### src/rtl/core/rpfl_pkg.sv
// Shared widths, codes and control structs for the page frame allocator.
package rpfl_pkg;

  localparam int ADDR_W   = 28;  // physical byte address
  localparam int HIGH_W   = 29;  // exclusive upper bound register
  localparam int MODE_W   = 3;
  localparam int STATUS_W = 3;
  localparam int REFOUT_W = 8;   // reference count as reported
  localparam int FREE_W   = 17;  // free-frame counter
  localparam int CFG_W    = 29;  // widest configuration register
  localparam int CFG_IDX_W = 1;

  localparam logic [FREE_W-1:0] FREE_MAX   = '1;
  localparam logic [HIGH_W-1:0] HIGH_RESET = 29'h0E00_0000;

  typedef enum logic [MODE_W-1:0] {
    MODE_ALLOC      = 3'd0,
    MODE_FREE       = 3'd1,
    MODE_FREE_UNCHK = 3'd2,
    MODE_REF_INC    = 3'd3,
    MODE_REF_DEC    = 3'd4,
    MODE_REF_READ   = 3'd5,
    MODE_COUNT_FREE = 3'd6,
    MODE_NOP        = 3'd7
  } mode_e;

  typedef enum logic [STATUS_W-1:0] {
    ST_OK      = 3'd0,
    ST_EMPTY   = 3'd1,
    ST_BADADDR = 3'd2,
    ST_SHARED  = 3'd3,
    ST_COUNT   = 3'd4
  } status_e;

  typedef enum logic [CFG_IDX_W-1:0] {
    CFG_LOW_LIMIT  = 1'd0,
    CFG_HIGH_LIMIT = 1'd1
  } cfg_idx_e;

  typedef enum logic [1:0] {
    S_CLEAR,
    S_IDLE,
    S_EXEC
  } state_t;

  // controller to datapath
  typedef struct packed {
    logic clear;  // write one zero entry of the count store
    logic load;   // accept a word, start memory reads
    logic exec;   // apply the operation, load the output register
  } cmd_t;

  // datapath to controller
  typedef struct packed {
    logic clear_last;  // final entry of the clearing pass
    logic out_free;    // output register free, or emptied this cycle
  } stat_t;

endpackage

### src/rtl/core/rpfl_ctrl.sv
// Sequencer: clearing pass after reset, then accept / execute per word.
module rpfl_ctrl import rpfl_pkg::*; (
  input  logic  clk,
  input  logic  rst,
  input  logic  in_valid,
  output logic  in_ready,
  input  stat_t stat,
  output cmd_t  cmd
);

  state_t state, state_next;

  always_ff @(posedge clk) begin
    if (rst) begin
      state <= S_CLEAR;
    end else begin
      state <= state_next;
    end
  end

  always_comb begin
    state_next = state;
    cmd        = '0;
    in_ready   = 1'b0;
    unique case (state)
      S_CLEAR: begin
        cmd.clear = 1'b1;
        if (stat.clear_last) begin
          state_next = S_IDLE;
        end
      end
      S_IDLE: begin
        in_ready = 1'b1;
        if (in_valid) begin
          cmd.load   = 1'b1;
          state_next = S_EXEC;
        end
      end
      S_EXEC: begin
        // wait here while the previous result is still unclaimed
        if (stat.out_free) begin
          cmd.exec   = 1'b1;
          state_next = S_IDLE;
        end
      end
      default: begin
        state_next = S_CLEAR;
      end
    endcase
  end

endmodule

### config.mk
export PLATFORM = sky130hd
export DESIGN_NAME = rpfl_ctrl
export DESIGN_NICKNAME = d
export VERILOG_FILES = /design/src/rtl/core/rpfl_pkg.sv /design/src/rtl/core/rpfl_ctrl.sv
export SDC_FILE = /design/constraint.sdc
export NUM_CORES = 1
export LEC_CHECK = 0
export BUFFER_PORTS_ARGS = -buffer_cell sky130_fd_sc_hd__clkbuf_2
export CORE_AREA = 5 5 42 44
export DETAILED_ROUTE_END_ITERATION = 10
export DIE_AREA = 0 0 47 49
export SLEW_MARGIN = 25
export SYNTH_ARGS = -nofsm -noshare
export SYNTH_HDL_FRONTEND = slang
export SYNTH_SLANG_ARGS = --single-unit
### constraint.sdc
create_clock -name clk -period 2.5 [get_ports clk]
set_input_delay 0.5 -clock clk [delete_from_list [all_inputs] [get_ports clk]]
set_output_delay 0.5 -clock clk [all_outputs]
set_load 0.005 [all_outputs]
==> results.md, run 1 <==
* Largest register by flop count: state
* CP top delay family: flip-flops
* Crit path launch type: register
* Post-Synth XOR/XNOR Area at 0%
* Max-cap viol count at 0
* Mapped Cells at 13
* H-tree Lvls at 1
* Vias in the first global route at 154
* Critical Path AT at 0.95 ns
* Register area share after synthesis at 37.2%
* Area growth from synthesis to layout at 76.7%
* Clk buf depth at 2
* Drt first pass iters at 2
* Max Clk Rate at 688 MHz
* # nets final at 31
* Switch share at 22.7%
* Routed len/inst at 7.80 um
* # clock sinks at 2
* Pwr Total at 0.000127 W
* DRC Markers at 0
* Yosys top cell by area: dfxtp_1
* Clk slew on worst S/H paths at 0.03 ns
* CTS resizes at 0
* Critical Path Sink Type: output port
* R2r worst-path depth at 2
* Flop pwr share at 30.2%
* GRT Total Usage at 4.01%
* Boundary Pins at 9
* Final Cell Area at 190 um^2
* CTS tree: built
* Multi-input logic area at 63.8 um^2
* HP Start: rst
* Clock tree root buffer cell: clkbuf_4
* Synth cell types at 10
* WP data required at 2.00 ns
* Ys Warns at 0
* Post-synth net total at 18
* HP Class: in -> reg
* Adder-cell share of the synthesized area at 0%
* Final wirelength at 312 um
* Crit-path cells: and3b_1, clkbuf_2
* Int Power at 0.0000979 W
* Rel. slew slack at 84.1%
* Leakage at 0.101 nW
* Worst Hold Path EP: state[0]$_SDFFE_PP0P_
* Post-route ant nets at 0
* GP Congestion at 0.642
* Comb power frac at 14.1%
* Vias at 137
* Crit-path slowest cell: dfxtp_1
* Worst skew pair latency at 0.22 ns
* Die ar. at 0.00230 mm^2
* Ranking of synthesized cells by area: dfxtp_1, nor2_1, o21ba_1
* Register area at 40.0 um^2
* Psw at 0.0000287 W
* Most frequent cells in the layout: clkbuf_2, nor2_1, clkbuf_4, dfxtp_1
* Minimum clock period at 1.45 ns
* Clock Skew at 0.00529 ns
* Fill cells at 173
* Largest regs: state: 2 flops
* Remaining global-route overflow at 0
* Setup violations, final at 0
* Bufs and invs on worst path at 1
* CP Class: reg -> out
* Rows at 14
* Setup_tns at 0 ns
* Hold path cells at 2
* Clock share of power at 55.7%
* Worst slew pin tran at 0.238 ns
* Vias/cell at 3.43
* Die Y-Extent at 49 um
* Most common cell after layout, fill and taps aside: clkbuf_2
* ANT cells at 0
* Area after DPL at 168 um^2
* Flops & latches, synth at 2
* Layout cells sized above 1 at 45.8%
* Crit Path Max Fanout at 7
* CTS Buf Count at 3
* Initial core utilization at 7.68%
* Post-CTS Repair Setup Buffers at 0
* Worst IR Drop VDD at 197 uV
* Worst reg2reg endpoint: state[1]$_SDFFE_PP0P_
* RSZ-0062 raised after global routing: no
* Worst reg2reg setup slack at 1.59 ns
* Die X at 47 um
* Detailed Route Iter0 Violations at 3
* Hold Buf Count CTS at 0
* Outcome: finished clean
* First-pass GRT wire length at 600 um
* Post-synthesis compound-gate area fraction at 24.4%
* Multiplexer share of the synthesized area at 0%
* Launching point of the worst reg2reg path: state[1]$_SDFFE_PP0P_
* Share of the synthesized area in the top cell type at 37.2%
* Synth Area in Simple Gates at 34.9%
* Power Density at 666 mW/mm^2
* Largest family of logic cells by synthesized area: simple AND/OR/NAND/NOR gates
* Post-DP HPWL at 246 um
* Max stage delay on crit path at 0.41 ns
* Max reg flops at 2
* Core box area at 0.00140 mm^2
* Syn avg cell area at 8.28 um^2
* Synthesized area at 108 um^2
* Final hold viol count at 0
* Initial antenna violation count at 0
* I/O Buffers at 8
* Pin count of the biggest net entering global routing at 8
* Final worst path period share at 58.1%
* Fin. max-slew vios at 0
==> metrics by stage <==
stage / cells / utilization (%) / hold slack (ns) / setup WS [ns]
floorplan: 13 / - / 0.505 / 1.33
global placement: 37 / 12.0 / 0.552 / 1.14
global route: 40 / 13.6 / 0.480 / 0.941
CTS: 40 / 13.6 / 0.452 / 1.03
detailed placement: 37 / 12.0 / 0.563 / 1.12
finish: 40 / 13.6 / 0.464 / 1.05
==> final cells by class <==
class | count | share of cell area [%]
Clock buffer | 3 | 11.8
Inverter | 1 | 1.97
Multi-Input combinational cell | 10 | 33.6
Sequential cell | 2 | 21.1
Tap cell | 16 | 10.5
Timing Repair Buffer | 8 | 21.1
==> worst reg2reg max path, delay by kind of cell, from the launching register on <==
family           cells  cell delay (ns)
AND/OR/NAND/NOR      1             0.22
flip-flops           1             0.41
AO/OA/AOI/OAI        1             0.17
==> power groups by stage <==
stage	clock, W	combinational [W]	sequential, W
2_1_floorplan	0	0.00000878	0.0000377
3_3_place_gp	0	0.0000178	0.0000387
3_5_place_dp	0	0.0000182	0.0000387
4_1_cts	0.0000749	0.0000182	0.0000383
5_1_grt	0.0000788	0.0000206	0.0000390
6_report	0.0000705	0.0000179	0.0000383
==> synthesized netlist by cell type <==
master,number
nor2_1,3
dfxtp_1,2
a311oi_1,1
and3b_1,1
inv_1,1
nand2_1,1
nand2b_1,1
nor3b_1,1
o21a_1,1
o21ba_1,1
==> worst max path at each step <==
stage,end,slack (ns),cells after the start,start
after floorplan,cmd[1],1.33,1,in_valid
after global placement,cmd[1],1.14,3,in_valid
after detailed placement,cmd[1],1.12,3,in_valid
after CTS,cmd[1],1.03,2,state[0]$_SDFFE_PP0P_
after global routing,cmd[0],0.94,3,state[1]$_SDFFE_PP0P_
final,cmd[1],1.05,2,state[1]$_SDFFE_PP0P_
==> logic make-up (layout without fill, tap and decap cells) <==
family	Yosys count	in the layout
DFF	2	2
buffers and inverters	1	12
AOI/OAI and AO/OA	3	3
and+or+nand+nor	7	7
==> routing by layer <==
metal | GRT usage (%) | vias up | share of wire, %
li1 | - | 69 | -
met1 | 3.49 | 60 | 41
met2 | 4.98 | 8 | 46
met3 | 3.69 | 0 | 12
met4 | 4.15 | 0 | 0
met5 | 0 | - | 0
Power figures use the tool's default switching activity.
==> run 2: changes to the inputs <==
- ABC_AREA: default -> 1
- clock period: 2.5 -> 1.5 ns (I/O delays scaled with it)
==> results.md, run 2 <==
* Outcome: finished clean (unchanged)
* CTS resizes at 0 (unchanged)
* Ranking of synthesized cells by area: dfxtp_1, inv_1, nand2_1 (was dfxtp_1, nor2_1, o21ba_1)
* Clock Skew at 0.00194 ns (was 0.00529 ns)
* Pwr Total at 0.000216 W (was 0.000127 W)
* Register area at 40.0 um^2 (unchanged)
* Crit Path Max Fanout at 4 (was 7)
* Vias/cell at 3.09 (was 3.43)
* Max reg flops at 2 (unchanged)
* Initial core utilization at 8.66% (was 7.68%)
* Multi-input logic area at 55.1 um^2 (was 63.8 um^2)
* Initial antenna violation count at 0 (unchanged)
* Worst slew pin tran at 0.196 ns (was 0.238 ns)
* CTS tree: built (unchanged)
* Fin. max-slew vios at 0 (unchanged)
* Post-CTS Repair Setup Buffers at 0 (unchanged)
* Power Density at 1060 mW/mm^2 (was 666 mW/mm^2)
* Vias in the first global route at 147 (was 154)
* Die X at 47 um (unchanged)
* Leakage at 0.123 nW (was 0.101 nW)
* First-pass GRT wire length at 552 um (was 600 um)
* Die ar. at 0.00230 mm^2 (unchanged)
* Post-synth ARST share at 0% (unchanged)
* Ys Warns at 0 (unchanged)
* # nets final at 38 (was 31)
* CP top delay family: flip-flops (unchanged)
* Crit path launch type: register (unchanged)
* Final worst path period share at 86.8%
* WP data required at 1.20 ns (was 2.00 ns)
* Critical Path Sink Type: output port (unchanged)
* I/O Buffers at 8 (unchanged)
* Pin count of the biggest net entering global routing at 7 (was 8)
* Most frequent cells in the layout: clkbuf_2, inv_1, nand2_1, clkbuf_4, dfxtp_1 (was clkbuf_2, nor2_1, clkbuf_4, dfxtp_1)
* Hold_ws at 0.251 ns (was 0.464 ns)
* Leading cell type by number of instances after synthesis: inv_1 (was nor2_1)
* Final hold viol count at 0 (unchanged)
* Hold Buf Count CTS at 0 (unchanged)
* Final wirelength at 322 um (was 312 um)
* DRC Markers at 0 (unchanged)
* Post-synth net total at 25 (was 18)
* Clk buf depth at 2 (unchanged)
* Crit-path cells: inv_1, nor3_1, clkbuf_2 (was and3b_1, clkbuf_2)
* Yosys top cell by area: dfxtp_1 (unchanged)
* Synth cell types at 10 (unchanged)
* Clk slew on worst S/H paths at 0.03 ns (about the same)
* Boundary Pins at 9 (unchanged)
* GRT Total Usage at 4.08% (was 4.01%)
* Crit-path slowest cell: dfxtp_1 (unchanged)
* Clock tree root buffer cell: clkbuf_4 (unchanged)
* HP Class: in -> reg (unchanged)
* H-tree Lvls at 1 (unchanged)
* Post-synth EDFFs at 0 (unchanged)
* Largest regs: state: 2 flops (unchanged)
* Global route hottest layer: met3 (was met2)
* Layout cells sized above 1 at 41.9% (was 45.8%)
* Post-route ant nets at 0 (unchanged)
* Most common cell after layout, fill and taps aside: clkbuf_2 (unchanged)
* Die Y-Extent at 49 um (unchanged)
* Max-cap viol count at 0 (unchanged)
* Rel. slew slack at 86.9% (was 84.1%)
* Flops & latches, synth at 2 (unchanged)
* Final Cell Area at 204 um^2 (was 190 um^2)
* Max stage delay on crit path at 0.38 ns (was 0.41 ns)
* Max Clk Rate at 768 MHz
* CP Class: reg -> out (unchanged)
* Met2 Track Usage GR at 4.30% (was 4.98%)
* Share of the synthesized area in the top cell type at 33.0% (was 37.2%)
* ANT cells at 0 (unchanged)
* GP Congestion at 0.595 (was 0.642)
* Fill cells at 177 (was 173)
* Setup violations, final at 0 (unchanged)
* Area after DPL at 181 um^2 (was 168 um^2)
* Met3 Use GR at 5.54% (was 3.69%)
* Vias at 145 (was 137)
* Worst skew pair latency at 0.22 ns (about the same)
* Area growth from synthesis to layout at 68.0% (was 76.7%)
* CTS Buf Count at 3 (unchanged)
* Detailed Route Iter0 Violations at 1 (was 3)
* RSZ-0062 raised after global routing: no (unchanged)
* Register area share after synthesis at 33.0% (was 37.2%)
* Routed len/inst at 6.85 um (was 7.80 um)
* Synthesized area at 121 um^2 (was 108 um^2)
* Bufs and invs on worst path at 2 (was 1)
* Drt first pass iters at 3 (was 2)
* Setup_tns at 0 ns (unchanged)
* # clock sinks at 2 (unchanged)
* Syn avg cell area at 6.07 um^2 (was 8.28 um^2)
* Met1 usage at 3.28% (was 3.49%)
* Critical Path AT at 1.00 ns (was 0.95 ns)
* Mapped Cells at 20 (was 13)
* Rows at 14 (unchanged)
* Post-synth top cells: inv_1, nand2_1, dfxtp_1 (was nor2_1, dfxtp_1)
* Largest register by flop count: state (unchanged)
* Minimum clock period at 1.30 ns
* Worst IR Drop VDD at 161 uV (was 197 uV)
* Core box area at 0.00140 mm^2 (unchanged)
* Remaining global-route overflow at 0 (unchanged)
* Synth Flop Type: dfxtp_1 (unchanged)
* Post-DP HPWL at 268 um (was 246 um)
## run 2: layout make-up
class                   instances  area share [%]
multi-input cells              11            27.0
flip-flops and latches          2            19.6
repair buffers                  8            19.6
inverters                       7            12.9
clock buffers                   3            11.0
well taps                      16            9.82
## run 2: where the power goes
part	internal, W	total, W	switching, W
combinational	0.0000172	0.0000341	0.0000170
sequential	0.0000578	0.0000637	0.00000587
clock	0.0000882	0.000118	0.0000299
## run 2: kinds of logic (layout without fill, tap and decap cells)
family,after synthesis,count (layout),synth area share [%]
compound gates,2,2,8.24
simple gates,9,9,37.1
buf+inv,7,18,21.7
flops,2,2,33.0
## run 2: per-layer routing
metal  share of wire [%]  up-vias  wire (um)
met4                   0        0          0
li1                    -       81          -
met1                  37       59        118
met2                  48        5        154
met5                   0        -          0
met3                  15        0         48
## run 2: through the flow
stage	std cells	util [%]	worst slack (ns)
finish	47	14.6	0.198
global route	47	14.6	0.102
CTS	47	14.6	0.175
detailed placement	44	12.9	0.421
global placement	44	12.9	0.434
floorplan	20	-	0.560
## run 2: path summary, 6_finish.rpt
| check | slack (ns) | depth (start not counted) | startpoint | to |
|---|---|---|---|---|
| worst max-delay path | 0.20 | 3 | state[1]$_SDFFE_PP0P_ | cmd[0] |
| worst min-delay path | 0.25 | 2 | rst | state[1]$_SDFFE_PP0P_ |
| worst max register to register | 0.75 | 2 | state[0]$_SDFFE_PP0P_ | state[1]$_SDFFE_PP0P_ |
| worst min register to register | 0.52 | 2 | state[1]$_SDFFE_PP0P_ | state[1]$_SDFFE_PP0P_ |
## run 2: worst reg2reg max path: cells and delay by family (launching register included)
family	cells	cell delay, ns
flops	1	0.41
simple gates	1	0.13
compound gates	1	0.15
